[config.mk]
export PLATFORM = sky130hd
export DESIGN_NAME = c8ic_ctrl
export DESIGN_NICKNAME = d
export VERILOG_FILES = /design/src/c8ic_pkg.sv /design/src/c8ic_ctrl.sv
export SDC_FILE = /design/constraint.sdc
export NUM_CORES = 1
export LEC_CHECK = 0
export BUFFER_PORTS_ARGS = -buffer_cell sky130_fd_sc_hd__buf_2
export CELL_PAD_IN_SITES_DETAIL_PLACEMENT = 1
export CELL_PAD_IN_SITES_GLOBAL_PLACEMENT = 2
export CORE_AREA = 2 2 60 76
export CTS_CLUSTER_DIAMETER = 120
export DETAILED_ROUTE_END_ITERATION = 7
export DIE_AREA = 0 0 62 78
export MAX_ROUTING_LAYER = met4
export PLACE_DENSITY_LB_ADDON = 0.3
export SETUP_SLACK_MARGIN = 0.1
export SLEW_MARGIN = 20
export SYNTH_ARGS = -nofsm -noshare
export SYNTH_HDL_FRONTEND = slang
export SYNTH_SLANG_ARGS = --single-unit
[constraint.sdc]
create_clock -name clk -period 4.31 [get_ports clk]
set_input_delay 0.6465 -clock clk [delete_from_list [all_inputs] [get_ports clk]]
set_output_delay 0.6465 -clock clk [all_outputs]
set_load 0.02 [all_outputs]
[src/c8ic_pkg.sv]
// Shared types, constants and decode helpers for the CHIP-8 instruction core.
// Used by c8ic_ctrl, c8ic_dp, chip8_instruction_core and c8ic_checker; depends on nothing.
`default_nettype none
package c8ic_pkg;

    // Sizes
    localparam int MEM_BYTES   = 4096;
    localparam int MEM_AW      = $clog2(MEM_BYTES);
    localparam int FB_ROWS     = 32;
    localparam int FB_RW       = $clog2(FB_ROWS);
    localparam int FB_WIDTH    = 64;
    localparam int FB_XW       = $clog2(FB_WIDTH);
    localparam int STACK_DEPTH = 16;
    localparam int STK_AW      = $clog2(STACK_DEPTH);
    localparam int SP_W        = $clog2(STACK_DEPTH + 1);
    localparam int FONT_BYTES  = 80;
    localparam int FONT_AW     = $clog2(FONT_BYTES);
    localparam int CFG_IW      = 2;
    localparam int CFG_DW      = 12;

    localparam logic [MEM_AW-1:0] RESET_PC = 12'd512;

    // Configuration register indexes
    localparam logic [CFG_IW-1:0] REG_PROGRAM_START = 2'd0;
    localparam logic [CFG_IW-1:0] REG_FONT_BASE     = 2'd1;

    // Request op codes
    localparam logic [1:0] OP_EXEC = 2'd0;
    localparam logic [1:0] OP_TICK = 2'd1;
    localparam logic [1:0] OP_LOAD = 2'd2;
    localparam logic [1:0] OP_ROW  = 2'd3;

    // Result status codes
    localparam logic [1:0] ST_OK      = 2'd0;
    localparam logic [1:0] ST_UNKNOWN = 2'd1;
    localparam logic [1:0] ST_STACK   = 2'd2;

    // Instruction classes; all but CL_SIMPLE need extra states after execute
    localparam logic [2:0] CL_SIMPLE = 3'd0;
    localparam logic [2:0] CL_FLAG   = 3'd1;
    localparam logic [2:0] CL_DRAW   = 3'd2;
    localparam logic [2:0] CL_BCD    = 3'd3;
    localparam logic [2:0] CL_STORE  = 3'd4;
    localparam logic [2:0] CL_LOAD   = 3'd5;

    localparam logic [7:0] FONT [FONT_BYTES] = '{
        8'hF0, 8'h90, 8'h90, 8'h90, 8'hF0, 8'h20, 8'h60, 8'h20, 8'h20, 8'h70,
        8'hF0, 8'h10, 8'hF0, 8'h80, 8'hF0, 8'hF0, 8'h10, 8'hF0, 8'h10, 8'hF0,
        8'h90, 8'h90, 8'hF0, 8'h10, 8'h10, 8'hF0, 8'h80, 8'hF0, 8'h10, 8'hF0,
        8'hF0, 8'h80, 8'hF0, 8'h90, 8'hF0, 8'hF0, 8'h10, 8'h20, 8'h40, 8'h40,
        8'hF0, 8'h90, 8'hF0, 8'h90, 8'hF0, 8'hF0, 8'h90, 8'hF0, 8'h10, 8'hF0,
        8'hF0, 8'h90, 8'hF0, 8'h90, 8'h90, 8'hE0, 8'h90, 8'hE0, 8'h90, 8'hE0,
        8'hF0, 8'h80, 8'h80, 8'h80, 8'hF0, 8'hE0, 8'h90, 8'h90, 8'h90, 8'hE0,
        8'hF0, 8'h80, 8'hF0, 8'h80, 8'hF0, 8'hF0, 8'h80, 8'hF0, 8'h80, 8'h80
    };

    // Controller to datapath commands
    typedef struct packed {
        logic clr_step;
        logic font_start;
        logic font_step;
        logic accept;
        logic fetch_hi;
        logic fetch_lo;
        logic latch_lo;
        logic rd_vy;
        logic rd_v0;
        logic exec;
        logic wr_flag;
        logic draw_rd;
        logic draw_wr;
        logic bcd_wr;
        logic st_rd;
        logic st_wr;
        logic ld_rd;
        logic ld_wr;
        logic tick;
        logic load;
        logic row_rd;
        logic out_load;
    } cmd_t;

    // Datapath to controller status
    typedef struct packed {
        logic [15:0] ins;
        logic        cnt_eq_x;
        logic        cnt_eq_n;
        logic        cnt_eq_2;
        logic        clr_last;
        logic        font_last;
        logic        font_pend;
    } sts_t;

    function automatic logic [2:0] ins_class(input logic [15:0] ins);
        logic [2:0] cl;
        cl = CL_SIMPLE;
        unique case (ins[15:12])
            4'h8:
                if (ins[3:0] == 4'h4 || ins[3:0] == 4'h5 || ins[3:0] == 4'h6 ||
                    ins[3:0] == 4'h7 || ins[3:0] == 4'hE)
                begin
                    cl = CL_FLAG;
                end
            4'hD: cl = CL_DRAW;
            4'hF:
                if (ins[7:0] == 8'h33)
                begin
                    cl = CL_BCD;
                end
                else if (ins[7:0] == 8'h55)
                begin
                    cl = CL_STORE;
                end
                else if (ins[7:0] == 8'h65)
                begin
                    cl = CL_LOAD;
                end
            default: cl = CL_SIMPLE;
        endcase
        return cl;
    endfunction

endpackage
`default_nettype wire

[src/c8ic_ctrl.sv]
// Sequencer of the CHIP-8 core: memory clear, font copy, fetch, execute, loops, result.
// Depends on c8ic_pkg; drives the c8ic_dp command struct.
`default_nettype none
module c8ic_ctrl (
    input  wire logic           clk,
    input  wire logic           rst_n,
    input  wire logic           in_valid,
    output logic                in_stall,
    input  wire logic [1:0]     op,
    output logic                out_valid,
    input  wire logic           out_stall,
    input  wire c8ic_pkg::sts_t sts,
    output c8ic_pkg::cmd_t      cmd
);

    localparam logic [4:0] S_CLEAR = 5'd0;
    localparam logic [4:0] S_FONT  = 5'd1;
    localparam logic [4:0] S_IDLE  = 5'd2;
    localparam logic [4:0] S_F0    = 5'd3;
    localparam logic [4:0] S_F1    = 5'd4;
    localparam logic [4:0] S_F2    = 5'd5;
    localparam logic [4:0] S_VY    = 5'd6;
    localparam logic [4:0] S_V0    = 5'd7;
    localparam logic [4:0] S_EXEC  = 5'd8;
    localparam logic [4:0] S_FLAG  = 5'd9;
    localparam logic [4:0] S_DR0   = 5'd10;
    localparam logic [4:0] S_DR1   = 5'd11;
    localparam logic [4:0] S_BCD   = 5'd12;
    localparam logic [4:0] S_STR   = 5'd13;
    localparam logic [4:0] S_STW   = 5'd14;
    localparam logic [4:0] S_LDR   = 5'd15;
    localparam logic [4:0] S_LDW   = 5'd16;
    localparam logic [4:0] S_TICK  = 5'd17;
    localparam logic [4:0] S_LOAD  = 5'd18;
    localparam logic [4:0] S_ROW   = 5'd19;
    localparam logic [4:0] S_OUT   = 5'd20;

    logic [4:0] state_reg, state_next;
    logic       out_valid_reg, out_valid_next;
    logic       accept;
    logic       out_free;

    assign in_stall  = !(state_reg == S_IDLE && !sts.font_pend);
    assign accept    = in_valid && !in_stall;
    assign out_valid = out_valid_reg;
    assign out_free  = !out_valid_reg || !out_stall;

    // Next state and commands
    always_comb
    begin
        state_next = state_reg;
        cmd        = '0;
        unique case (state_reg)
            S_CLEAR:
            begin
                cmd.clr_step = 1'b1;
                if (sts.clr_last)
                begin
                    state_next = S_IDLE;
                end
            end
            S_FONT:
            begin
                cmd.font_step = 1'b1;
                if (sts.font_last)
                begin
                    state_next = S_IDLE;
                end
            end
            S_IDLE:
            begin
                if (sts.font_pend)
                begin
                    cmd.font_start = 1'b1;
                    state_next     = S_FONT;
                end
                else if (accept)
                begin
                    cmd.accept = 1'b1;
                    unique case (op)
                        c8ic_pkg::OP_EXEC: state_next = S_F0;
                        c8ic_pkg::OP_TICK: state_next = S_TICK;
                        c8ic_pkg::OP_LOAD: state_next = S_LOAD;
                        c8ic_pkg::OP_ROW:  state_next = S_ROW;
                        default:           state_next = S_ROW;
                    endcase
                end
            end
            S_F0:
            begin
                cmd.fetch_hi = 1'b1;
                state_next   = S_F1;
            end
            S_F1:
            begin
                cmd.fetch_lo = 1'b1;
                state_next   = S_F2;
            end
            S_F2:
            begin
                cmd.latch_lo = 1'b1;
                state_next   = S_VY;
            end
            S_VY:
            begin
                cmd.rd_vy  = 1'b1;
                state_next = S_V0;
            end
            S_V0:
            begin
                cmd.rd_v0  = 1'b1;
                state_next = S_EXEC;
            end
            S_EXEC:
            begin
                cmd.exec = 1'b1;
                unique case (c8ic_pkg::ins_class(sts.ins))
                    c8ic_pkg::CL_FLAG:  state_next = S_FLAG;
                    c8ic_pkg::CL_DRAW:  state_next = S_DR0;
                    c8ic_pkg::CL_BCD:   state_next = S_BCD;
                    c8ic_pkg::CL_STORE: state_next = S_STR;
                    c8ic_pkg::CL_LOAD:  state_next = S_LDR;
                    default:            state_next = S_ROW;
                endcase
            end
            S_FLAG:
            begin
                cmd.wr_flag = 1'b1;
                state_next  = S_ROW;
            end
            S_DR0:
            begin
                if (sts.cnt_eq_n)
                begin
                    state_next = S_FLAG;
                end
                else
                begin
                    cmd.draw_rd = 1'b1;
                    state_next  = S_DR1;
                end
            end
            S_DR1:
            begin
                cmd.draw_wr = 1'b1;
                state_next  = S_DR0;
            end
            S_BCD:
            begin
                cmd.bcd_wr = 1'b1;
                if (sts.cnt_eq_2)
                begin
                    state_next = S_ROW;
                end
            end
            S_STR:
            begin
                cmd.st_rd  = 1'b1;
                state_next = S_STW;
            end
            S_STW:
            begin
                cmd.st_wr  = 1'b1;
                state_next = sts.cnt_eq_x ? S_ROW : S_STR;
            end
            S_LDR:
            begin
                cmd.ld_rd  = 1'b1;
                state_next = S_LDW;
            end
            S_LDW:
            begin
                cmd.ld_wr  = 1'b1;
                state_next = sts.cnt_eq_x ? S_ROW : S_LDR;
            end
            S_TICK:
            begin
                cmd.tick   = 1'b1;
                state_next = S_ROW;
            end
            S_LOAD:
            begin
                cmd.load   = 1'b1;
                state_next = S_ROW;
            end
            S_ROW:
            begin
                cmd.row_rd = 1'b1;
                state_next = S_OUT;
            end
            S_OUT:
            begin
                if (out_free)
                begin
                    cmd.out_load = 1'b1;
                    state_next   = S_IDLE;
                end
            end
            default: state_next = S_IDLE;
        endcase
    end

    // Hold the result until taken
    always_comb
    begin
        out_valid_next = out_valid_reg;
        if (out_valid_reg && !out_stall)
        begin
            out_valid_next = 1'b0;
        end
        if (cmd.out_load)
        begin
            out_valid_next = 1'b1;
        end
    end

    always_ff @(posedge clk or negedge rst_n)
    begin
        if (!rst_n)
        begin
            state_reg     <= S_CLEAR;
            out_valid_reg <= 1'b0;
        end
        else
        begin
            state_reg     <= state_next;
            out_valid_reg <= out_valid_next;
        end
    end

endmodule
`default_nettype wire

=== Word level (Yosys, flattened, before mapping) ===
Cells that the tools add are included.
Widths: inputs -> output; s select.

* Reduce and logical (&&, ||, !) cells: 17
* Mux-type cells: 47
* Equal/unequal tests: 44

{| class="wikitable"
|+ Operators by type and width
! cell !! number
|-
| $pmux 5 s19 || 1
|-
| $eq 5x4->1 const B || 8
|-
| $mux 5 || 8
|-
| $mux 1 || 30
|-
| $eq 5x5->1 const B || 5
|-
| $pmux 5 s5 || 1
|-
| $eq 5x3->1 const B || 4
|-
| $pmux 5 s4 || 1
|-
| $eq 4x3->1 const B || 4
|-
| $eq 4x4->1 const B || 4
|-
| $eq 8x7->1 const B || 2
|-
| $mux 3 || 4
|-
| $eq 5x2->1 const B || 2
|-
| $pmux 3 s3 || 1
|-
| $eq 8x6->1 const B || 1
|-
| $ne 2x2->1 const B || 4
|-
| $eq 3x2->1 const B || 2
|-
| $eq 3x3->1 const B || 2
|-
| $eq 5x1->1 const B || 1
|-
| $logic_not 5->1 || 1
|-
| $logic_or 1x1->1 || 5
|-
| $reduce_and 5->1 || 1
|-
| $eq 2x2->1 const B || 2
|-
| $logic_not 1->1 || 4
|-
| other kinds (8) || 10
|}

* Output and inout bits: 24
* Input port bits: 28
* Register bits: 6
* Logic and storage cells: 110

=== Longest topological paths before layout ===
Gate-level depths: netlist of run 1.

* Word-level depth: 11
* Depth in mapped cells: 8

=== Worst setup path after synthesis of run 1 ===
OpenSTA, ideal clock, no wires.

* Path type: register -> output
* From: register state_reg[0]
* To: output cmd[18] in the netlist's numbering
* Arrival time: 1707 ps
* Setup slack: 1956 ps
* Stages on the path, launching flop included: 7
* Buffers on the path: 3
* Data required time: 3664 ps
* Cell sequence: dfrtp_1 > clkbuf_1 > or2_1 > buf_2 > or3_1 > clkbuf_1 > nor2_1

{| class="wikitable"
|+ RTL lines
! element !! line !! RTL
|-
| from (decl) || c8ic_ctrl.sv:38 || <nowiki>logic [4:0] state_reg, state_next;</nowiki>
|-
| from (signal assigned) || c8ic_ctrl.sv:226 || <nowiki>state_reg <= state_next;</nowiki>
|-
| to (decl) || c8ic_ctrl.sv:13 || <nowiki>output c8ic_pkg::cmd_t cmd</nowiki>
|}

==> results of run 1 <==
[power breakdown]
group / switching [mW] / internal [mW] / leakage (nW)
combinational: 0.243 / 0.171 / 0.444
sequential: 0.0951 / 0.0763 / 0.0773
clock: 0.0222 / 0.0598 / 0.0216
[kinds of logic (layout without fill, tap and decap cells)]
| logic type | after synthesis | after routing | share of synthesized area (%) |
|---|---|---|---|
| flip-flops | 6 | 6 | 17.1 |
| AO/OA/AOI/OAI | 31 | 31 | 22.7 |
| buffers and inverters | 14 | 54 | 6.71 |
| XOR/XNOR | 3 | 3 | 3.00 |
| AND/OR/NAND/NOR | 76 | 76 | 46.9 |
| multiplexers | 3 | 3 | 3.57 |
[per-layer routing]
metal	track usage (%)	wire length, um	vias to the layer above	share of wire [%]
met5	-	0	-	0
met4	1.91	0	0	0
met3	1.00	183	0	5.3
met2	25.6	1710	42	49
met1	19.5	1560	531	45
li1	-	-	565	-
[path summary, 6_finish.rpt]
path / start / to / slack (ps) / depth (start not counted)
worst max-delay path: state_reg[1] / cmd[18] / 1430 / 4
worst min-delay path: rst_n / out_valid / 240 / 1
worst max register to register: state_reg[1] / state_reg[0] / 1920 / 5
worst min register to register: out_valid / out_valid / 620 / 2
max in group asynchronous: rst_n / state_reg[1] / 3920 / 1
min in group clk: out_valid / out_valid / 620 / 2
[per-stage QoR]
step / util [%] / instances
after floorplan: - / 133
after global placement: 28.0 / 226
after detailed placement: 28.0 / 226
after CTS: 29.0 / 229
after global routing: 29.0 / 229
final: 29.0 / 229
[cells in the final DEF, fill, tap and decap left out, drive strengths merged, types with 2 or more instances in the layout]
master | netlist | layout
a31oi | 3 | 3
or2 | 4 | 4
or3 | 6 | 6
a21oi | 7 | 7
a22oi | 2 | 2
nor3b | 3 | 3
nor2 | 24 | 24
mux2i | 2 | 2
o221ai | 2 | 2
nand2 | 8 | 8
clkbuf | 5 | 3
xnor2 | 2 | 2
nand3 | 2 | 2
nand2b | 5 | 5
o21ai | 8 | 8
nor2b | 5 | 5
nor3 | 9 | 9
inv | 4 | 4
buf | 5 | 47
dfrtp | 6 | 6
o22ai | 2 | 2
[final cells by class]
cell class / count / area share [%]
Timing Repair Buffer: 47 / 19.9
Multi-Input combinational cell: 113 / 56.6
Tap cell: 56 / 5.94
Clock buffer: 3 / 3.50
Inverter: 4 / 1.27
Sequential cell: 6 / 12.7
[cell usage after synthesis, drive strengths merged (3+ instances only)]
cell    count  area share, %
nand2       8            3.4
o21ai       8            4.6
or2         4            2.9
nor3        9            5.7
or3         6            4.3
buf         5            2.9
a31oi       3            2.1
clkbuf      5            2.1
dfrtp       6             17
nor3b       3            2.6
nor2b       5            3.6
nand2b      5            3.6
inv         4            1.7
a21oi       7            4.0
nor2       24             10
==> impl_metrics.env, run 1 <==
export IMPL_status="completed"
export IMPL_p_leak_nw=0.543
export IMPL_pwr_density_cell_nw_per_um2=566
export IMPL_rsz0062_at_grt="false"
export IMPL_rows=26
export IMPL_cts_htree_levels=1
export IMPL_design_area_um2=1180
export IMPL_place_congestion=0.721
export IMPL_drc=0
export IMPL_tritoncts="yes"
export IMPL_cts_hold_buf=0
export IMPL_numCtsBuffers=3
export IMPL_clockRootBuffer="clkbuf_8"
export IMPL_avgRoutedWirePerCell_um=15.1
export IMPL_worstSetupStartpointType="register"
export IMPL_cp_max_fo=25
export IMPL_cp_buffers_inverters=1
export IMPL_port_buffer_count=47
export IMPL_yosys_register_bits=6
export IMPL_core_area_um2=4070
export IMPL_start_util_pct=21.6
export IMPL_fmax_mhz=347
export IMPL_setup_violations=0
export IMPL_tns_ps=0
export IMPL_end_kind="output port"
export IMPL_synth_async_reset_ratio_pct=100
export IMPL_grt_pass1_wl_mm=5.53
export IMPL_first_iter_violations=35
export IMPL_clkLatencyLatePin_ps=220
export IMPL_setup_slack_ps=1430
export IMPL_viasPerCell=4.97
export IMPL_clock_sinks=6
export IMPL_crit_family="simple AND/OR/NAND/NOR gates"
export IMPL_ys_seq_area_share_pct=17.1
export IMPL_ctsLongestPathBuffers=2
export IMPL_slew_headroom_pct=48.7
export IMPL_critPathKind="reg2out"
export IMPL_overflow=0
export IMPL_vias=1138
export IMPL_syn_area_per_cell_um2=6.59
export IMPL_dp_slack_ps=1650
export IMPL_synthToLayoutAreaGrowth_pct=34.5
export IMPL_dr_pass1_iters=4
export IMPL_path_cells="or3b_1 > or3_1 > nor2_1 > buf_2"
export IMPL_grt_usage_pct=15.0
export IMPL_synth_main_ff_cell="dfrtp_1"
export IMPL_drive_above_1_share_pct=31.8
export IMPL_critPathMaxStageDelay_ps=830
export IMPL_min_period_over_period_pct=66.8
export IMPL_die_h_um=78
export IMPL_dieArea_um2=4840
export IMPL_power_mw=0.667
export IMPL_dp_hpwl_mm=2.82
export IMPL_diodes=0
export IMPL_ys_warn_count=0
export IMPL_nets=203
export IMPL_routed_wirelength_mm=3.45
export IMPL_cts_setup_buffers=0
export IMPL_slew_viol_final=0
export IMPL_synth_nets=161
export IMPL_multi_input_comb_area_um2=668
export IMPL_hold_path_class="in2async"
export IMPL_syn_cell_area_um2=877
export IMPL_antenna_left=0
export IMPL_grt_pass1_vias=1145
export IMPL_required_ps=3660
export IMPL_tightest_slew_ps=769
export IMPL_path_clk_slew_ps=40
export IMPL_fin_skew_ps=3.63
export IMPL_hold_viol_final=0
export IMPL_num_io_pins=52
export IMPL_grt_max_degree=26
export IMPL_crit_slowest_cell="dfrtp_1"
export IMPL_peakVddDrop_uv=183
export IMPL_cap_violations=0
export IMPL_syn_inst=133
export IMPL_die_w_um=62
export IMPL_antenna_found_initial=0
export IMPL_min_period_ps=2880
export IMPL_arrival_ps=2230
export IMPL_synth_edff_count=0
export IMPL_whs_ps=242
export IMPL_cts_resized=0
export IMPL_largest_register_ffs=5
export IMPL_regArea_um2=150
export IMPL_dpl_cell_area_um2=1140
export IMPL_synth_distinct_cells=44
export IMPL_nFillCells=561
No activity file was read; power rests on OpenSTA's default activity.
==> run 2: changes to the inputs <==
Settings changed: ABC_AREA set to 1, CORE_AREA 2 2 60 76 to 2 2 64 81, DIE_AREA 0 0 62 78 to 0 0 66 83.
Clock period 4.31 ns to 2.77 ns, I/O delays scaled along.
==> impl_metrics.env, run 2 <==
export IMPL_synth_edff_count=0
export IMPL_design_area_um2=1210
export IMPL_fin_skew_ps=1.66
export IMPL_syn_cell_area_um2=863
export IMPL_peakVddDrop_uv=177
export IMPL_tritoncts="yes"
export IMPL_crit_slowest_cell="dfrtp_1"
export IMPL_synth_nets=193
export IMPL_cts_resized=0
export IMPL_pwr_density_cell_nw_per_um2=839
export IMPL_crit_family="simple AND/OR/NAND/NOR gates"
export IMPL_start_util_pct=18.4
export IMPL_viasPerCell=4.23
export IMPL_cts_htree_levels=1
export IMPL_overflow=0
export IMPL_clkLatencyLatePin_ps=220
export IMPL_p_leak_nw=0.701
export IMPL_min_period_over_period_pct=72.5
export IMPL_num_io_pins=52
export IMPL_path_clk_slew_ps=40
export IMPL_ys_warn_count=0
export IMPL_drc=0
export IMPL_yosys_register_bits=6
export IMPL_grt_usage_pct=12.7
export IMPL_cts_setup_buffers=0
export IMPL_cp_max_fo=6
export IMPL_ys_seq_area_share_pct=17.4
export IMPL_core_area_um2=4690
export IMPL_arrival_ps=1590
export IMPL_diodes=0
export IMPL_synth_main_ff_cell="dfrtp_1"
export IMPL_nets=244
export IMPL_grt_pass1_wl_mm=5.33
export IMPL_slew_viol_final=0
export IMPL_place_congestion=0.790
export IMPL_antenna_found_initial=0
export IMPL_required_ps=2350
export IMPL_largest_register_ffs=5
export IMPL_status="completed"
export IMPL_setup_violations=0
export IMPL_worstSetupStartpointType="register"
export IMPL_tns_ps=0
export IMPL_avgRoutedWirePerCell_um=11.9
export IMPL_r2r_cells=8
export IMPL_port_buffer_count=47
export IMPL_synthToLayoutAreaGrowth_pct=39.9
export IMPL_synth_async_reset_ratio_pct=100
export IMPL_slew_headroom_pct=77.5
export IMPL_dr_pass1_iters=4
export IMPL_critPathKind="reg2out"
export IMPL_clock_sinks=6
export IMPL_yosys_area_top_type_share_pct=17.4
export IMPL_synth_area_leaders="dfrtp_1 17%, nor2_1 17%, nand2_1 15%, inv_1 13%, nand3_1 6.4%"
export IMPL_rows=28
export IMPL_die_h_um=83
export IMPL_dieArea_um2=5480
export IMPL_layout_commonest_cell="buf_2"
export IMPL_crit_start="state_reg[0]"
export IMPL_rsz0062_at_grt="false"
export IMPL_numCtsBuffers=3
export IMPL_hold_path_class="in2async"
export IMPL_vias=1160
export IMPL_yosys_area_top_type="dfrtp_1"
export IMPL_final_cell_mix="47 x buf_2, 40 x nor2_1, 34 x nand2_1, 29 x inv_1, 11 x nand3_1"
export IMPL_grt_pass1_vias=1158
export IMPL_cts_hold_buf=0
export IMPL_hold_viol_final=0
export IMPL_power_mw=1.01
export IMPL_die_w_um=66
export IMPL_ctsLongestPathBuffers=2
export IMPL_path_cells="inv_1 > nand2_2 > nor2_2 > nand2_1 > nor2_2 > inv_1 > nor2_1 > buf_2"
export IMPL_syn_area_per_cell_um2=5.23
export IMPL_critPathMaxStageDelay_ps=430
export IMPL_yosys_top_cells_count="40 x nor2_1, 34 x nand2_1, 29 x inv_1"
export IMPL_routed_wirelength_mm=3.27
export IMPL_drive_above_1_share_pct=29.0
export IMPL_synth_most_common_cell="nor2_1"
export IMPL_syn_inst=165
export IMPL_final_util_pct=25.7
export IMPL_min_period_ps=2010
export IMPL_dp_hpwl_mm=2.93
export IMPL_clockRootBuffer="clkbuf_8"
export IMPL_cp_buffers_inverters=3
export IMPL_dpl_cell_area_um2=1170
export IMPL_reg2reg_from="state_reg[0]"
export IMPL_fmax_mhz=498
export IMPL_grt_max_degree=8
export IMPL_first_iter_violations=48
export IMPL_tightest_slew_ps=335
export IMPL_antenna_left=0
export IMPL_end_kind="output port"
export IMPL_synth_distinct_cells=22
export IMPL_path_depth=8
export IMPL_cap_violations=0
run 2: cell count changes after synthesis, moves of 3 or more:
cell and change:
a31oi_1 -3, or3_1 -6, nor2_2 +6, nor3b_1 -3, nor2_1 +16, nand4_1 +5
inv_1 +25, o21ai_0 -4, clkbuf_1 -5, nand2_1 +26, nand2b_1 -5, nor2b_1 -5
nand3_1 +9
run 2: through the flow:
step	instances	worst slack (ps)	hold WS, ps
global placement	271	1010	243
floorplan	165	1020	120
CTS	274	744	6.18
global route	274	583	8.87
detailed placement	271	989	244
finish	274	762	5.15
run 2: logic make-up after synthesis:
family,synth area share [%]
AOI/OAI and AO/OA,10.1
and+or+nand+nor,57.5
DFF,17.4
buffers and inverters,13.9
xor gates and xnor gates,1.01
run 2: final cells by class:
class	instances	area, um2
tap	60	75.1
timing repair buffer	47	235
fill	655	3490
multi-input combinational	128	593
sequential	6	150
inverter	30	113
clock buffer	3	41.3
run 2: routing by layer:
metal	track usage (%)	part of all wire [%]	up-vias
li1	-	-	619
met1	15.1	43	503
met2	21.9	51	36
met3	1.49	5.0	2
met4	3.90	0.40	0
met5	-	0	-
run 2: power by group:
part | internal [mW] | switching (mW) | leakage (nW)
logic | 0.217 | 0.489 | 0.602
clock network | 0.0934 | 0.0382 | 0.0216
registers | 0.126 | 0.0494 | 0.0774
total | 0.436 | 0.577 | 0.701
run 2: final timing paths:
check                                to  slack [ps]
setup / recovery                cmd[18]         760
max in group asynchronous  state_reg[2]        2630
hold reg to reg               out_valid         550
min in group clk           state_reg[0]         460
hold / removal             state_reg[0]           5
setup reg to reg           state_reg[0]        1120
==> run 3: changes to the inputs <==
Clock period 2.77 ns to 1.9 ns, I/O delays scaled along.
==> impl_metrics.env, run 3 (synthesis gave the netlist of run 2 again) <==
export IMPL_required_ps=1620
export IMPL_dpl_cell_area_um2=1170
export IMPL_end_kind="output port"
export IMPL_crit_family="flip-flops"
export IMPL_grt_usage_pct=13.0
export IMPL_reg2reg_from="state_reg[4]"
export IMPL_diodes=0
export IMPL_port_buffer_count=47
export IMPL_tritoncts="yes"
export IMPL_cp_max_fo=7
export IMPL_clockRootBuffer="clkbuf_8"
export IMPL_peakVddDrop_uv=276
export IMPL_core_area_um2=4690
export IMPL_numCtsBuffers=3
export IMPL_dp_hpwl_mm=2.91
export IMPL_fmax_mhz=566
export IMPL_clkLatencyLatePin_ps=220
export IMPL_whs_ps=333
export IMPL_clock_sinks=6
export IMPL_arrival_ps=1480
export IMPL_antenna_left=0
export IMPL_min_period_ps=1770
export IMPL_dp_slack_ps=248
export IMPL_worstSetupStartpointType="register"
export IMPL_dr_pass1_iters=2
export IMPL_path_cells="inv_2 > nand3_1 > nor2_1 > buf_2"
export IMPL_synthToLayoutAreaGrowth_pct=48.4
export IMPL_tightest_slew_ps=355
export IMPL_critPathKind="reg2out"
export IMPL_hold_path_class="in2reg"
export IMPL_crit_slowest_cell="dfrtp_1"
export IMPL_grt_pass1_vias=1210
export IMPL_hold_end="state_reg[0]"
export IMPL_cap_violations=0
export IMPL_nFillCells=634
export IMPL_ctsLongestPathBuffers=2
export IMPL_fin_skew_ps=0.568
export IMPL_regArea_um2=151
export IMPL_first_iter_violations=43
export IMPL_pwr_density_cell_nw_per_um2=1250
export IMPL_grt_max_degree=8
export IMPL_dieArea_um2=5480
export IMPL_min_period_over_period_pct=92.9
export IMPL_drc=0
export IMPL_cts_htree_levels=1
export IMPL_setup_slack_ps=134
export IMPL_routed_wirelength_mm=3.35
export IMPL_critPathMaxStageDelay_ps=450
export IMPL_rsz0062_at_grt="true"
export IMPL_die_w_um=66
export IMPL_holdPathStages=4
export IMPL_nets=247
export IMPL_status="completed"
export IMPL_largest_register_ffs=5
export IMPL_start_util_pct=18.4
export IMPL_drive_above_1_share_pct=33.2
export IMPL_path_clk_slew_ps=40
export IMPL_avgRoutedWirePerCell_um=12.1
export IMPL_num_io_pins=52
export IMPL_hold_viol_final=0
export IMPL_multi_input_comb_area_um2=638
export IMPL_r2r_cells=9
export IMPL_p_leak_nw=0.723
export IMPL_design_area_um2=1280
export IMPL_grt_pass1_wl_mm=5.53
export IMPL_rows=28
export IMPL_layout_commonest_cell="buf_2"
export IMPL_final_cell_mix="46 x buf_2, 37 x nor2_1, 33 x nand2_1, 29 x inv_1, 10 x nand3_1"
export IMPL_place_congestion=0.770
export IMPL_slew_headroom_pct=76.2
export IMPL_min_from="sts[1]"
export IMPL_crit_start="state_reg[4]"
export IMPL_path_depth=4
export IMPL_rrSetupSlack_ps=200
export IMPL_final_util_pct=27.3
export IMPL_viasPerCell=4.29
export IMPL_slew_viol_final=0
export IMPL_vias=1189
export IMPL_tns_ps=0
export IMPL_r2r_end="state_reg[0]"
export IMPL_setup_violations=0
export IMPL_overflow=0
export IMPL_die_h_um=83
export IMPL_antenna_found_initial=0
export IMPL_cp_buffers_inverters=2
[run 3: repair_timing]
action,in CTS,in global routing
pin swaps,1,0
resized for setup,3,10
hold buffers,1,0
endpoints found under the hold margin,6,0
setup endpoints to repair,1,10
buffers inserted,2,0
[run 3: worst reg2reg max path: stages (launching register included)]
cell and delay (ps):
dfrtp_1 460, inv_2 130, nand3_1 210, nor2_1 110
nor2_2 120, nand3_1 110, a21oi_1 130, nand3_1 90
o21ai_1 150, nand2_1 70
[run 3: where the power goes]
part,internal (mW),switching [mW],leakage (nW)
sequential,0.185,0.0821,0.0765
clock,0.136,0.0517,0.0216
combinational,0.368,0.774,0.625
total,0.689,0.908,0.723
[run 3: worst max-delay path by stage]
stage / endpoint / slack, ps
2_1_floorplan: state_reg[1] / 280
3_3_place_gp: state_reg[0] / 240
3_5_place_dp: state_reg[0] / 250
4_1_cts: cmd[5] / 110
5_1_grt: cmd[18] / 20
6_report: cmd[11] / 130
[run 3: layer usage]
layer | track usage (%) | wire (um) | share of wire [%]
met1 | 15.6 | 1490 | 45
met2 | 23.3 | 1730 | 52
met3 | 1.22 | 131 | 3.9
met4 | 2.23 | 0 | 0
met5 | - | 0 | 0
[run 3: stage by stage]
| stage | total power, mW | std cells |
|---|---|---|
| 2_1_floorplan | 0.968 | 165 |
| 3_3_place_gp | 1.31 | 271 |
| 3_5_place_dp | 1.30 | 271 |
| 4_1_cts | 1.54 | 277 |
| 5_1_grt | 1.77 | 277 |
| 6_report | 1.60 | 277 |
[run 3: cell type report]
| cell class | instances | area share (%) |
|---|---|---|
| Multi-Input combinational cell | 128 | 49.8 |
| Inverter | 30 | 8.79 |
| Timing Repair Buffer | 50 | 20.5 |
| Clock buffer | 3 | 3.22 |
| Tap cell | 60 | 5.86 |
| Sequential cell | 6 | 11.8 |
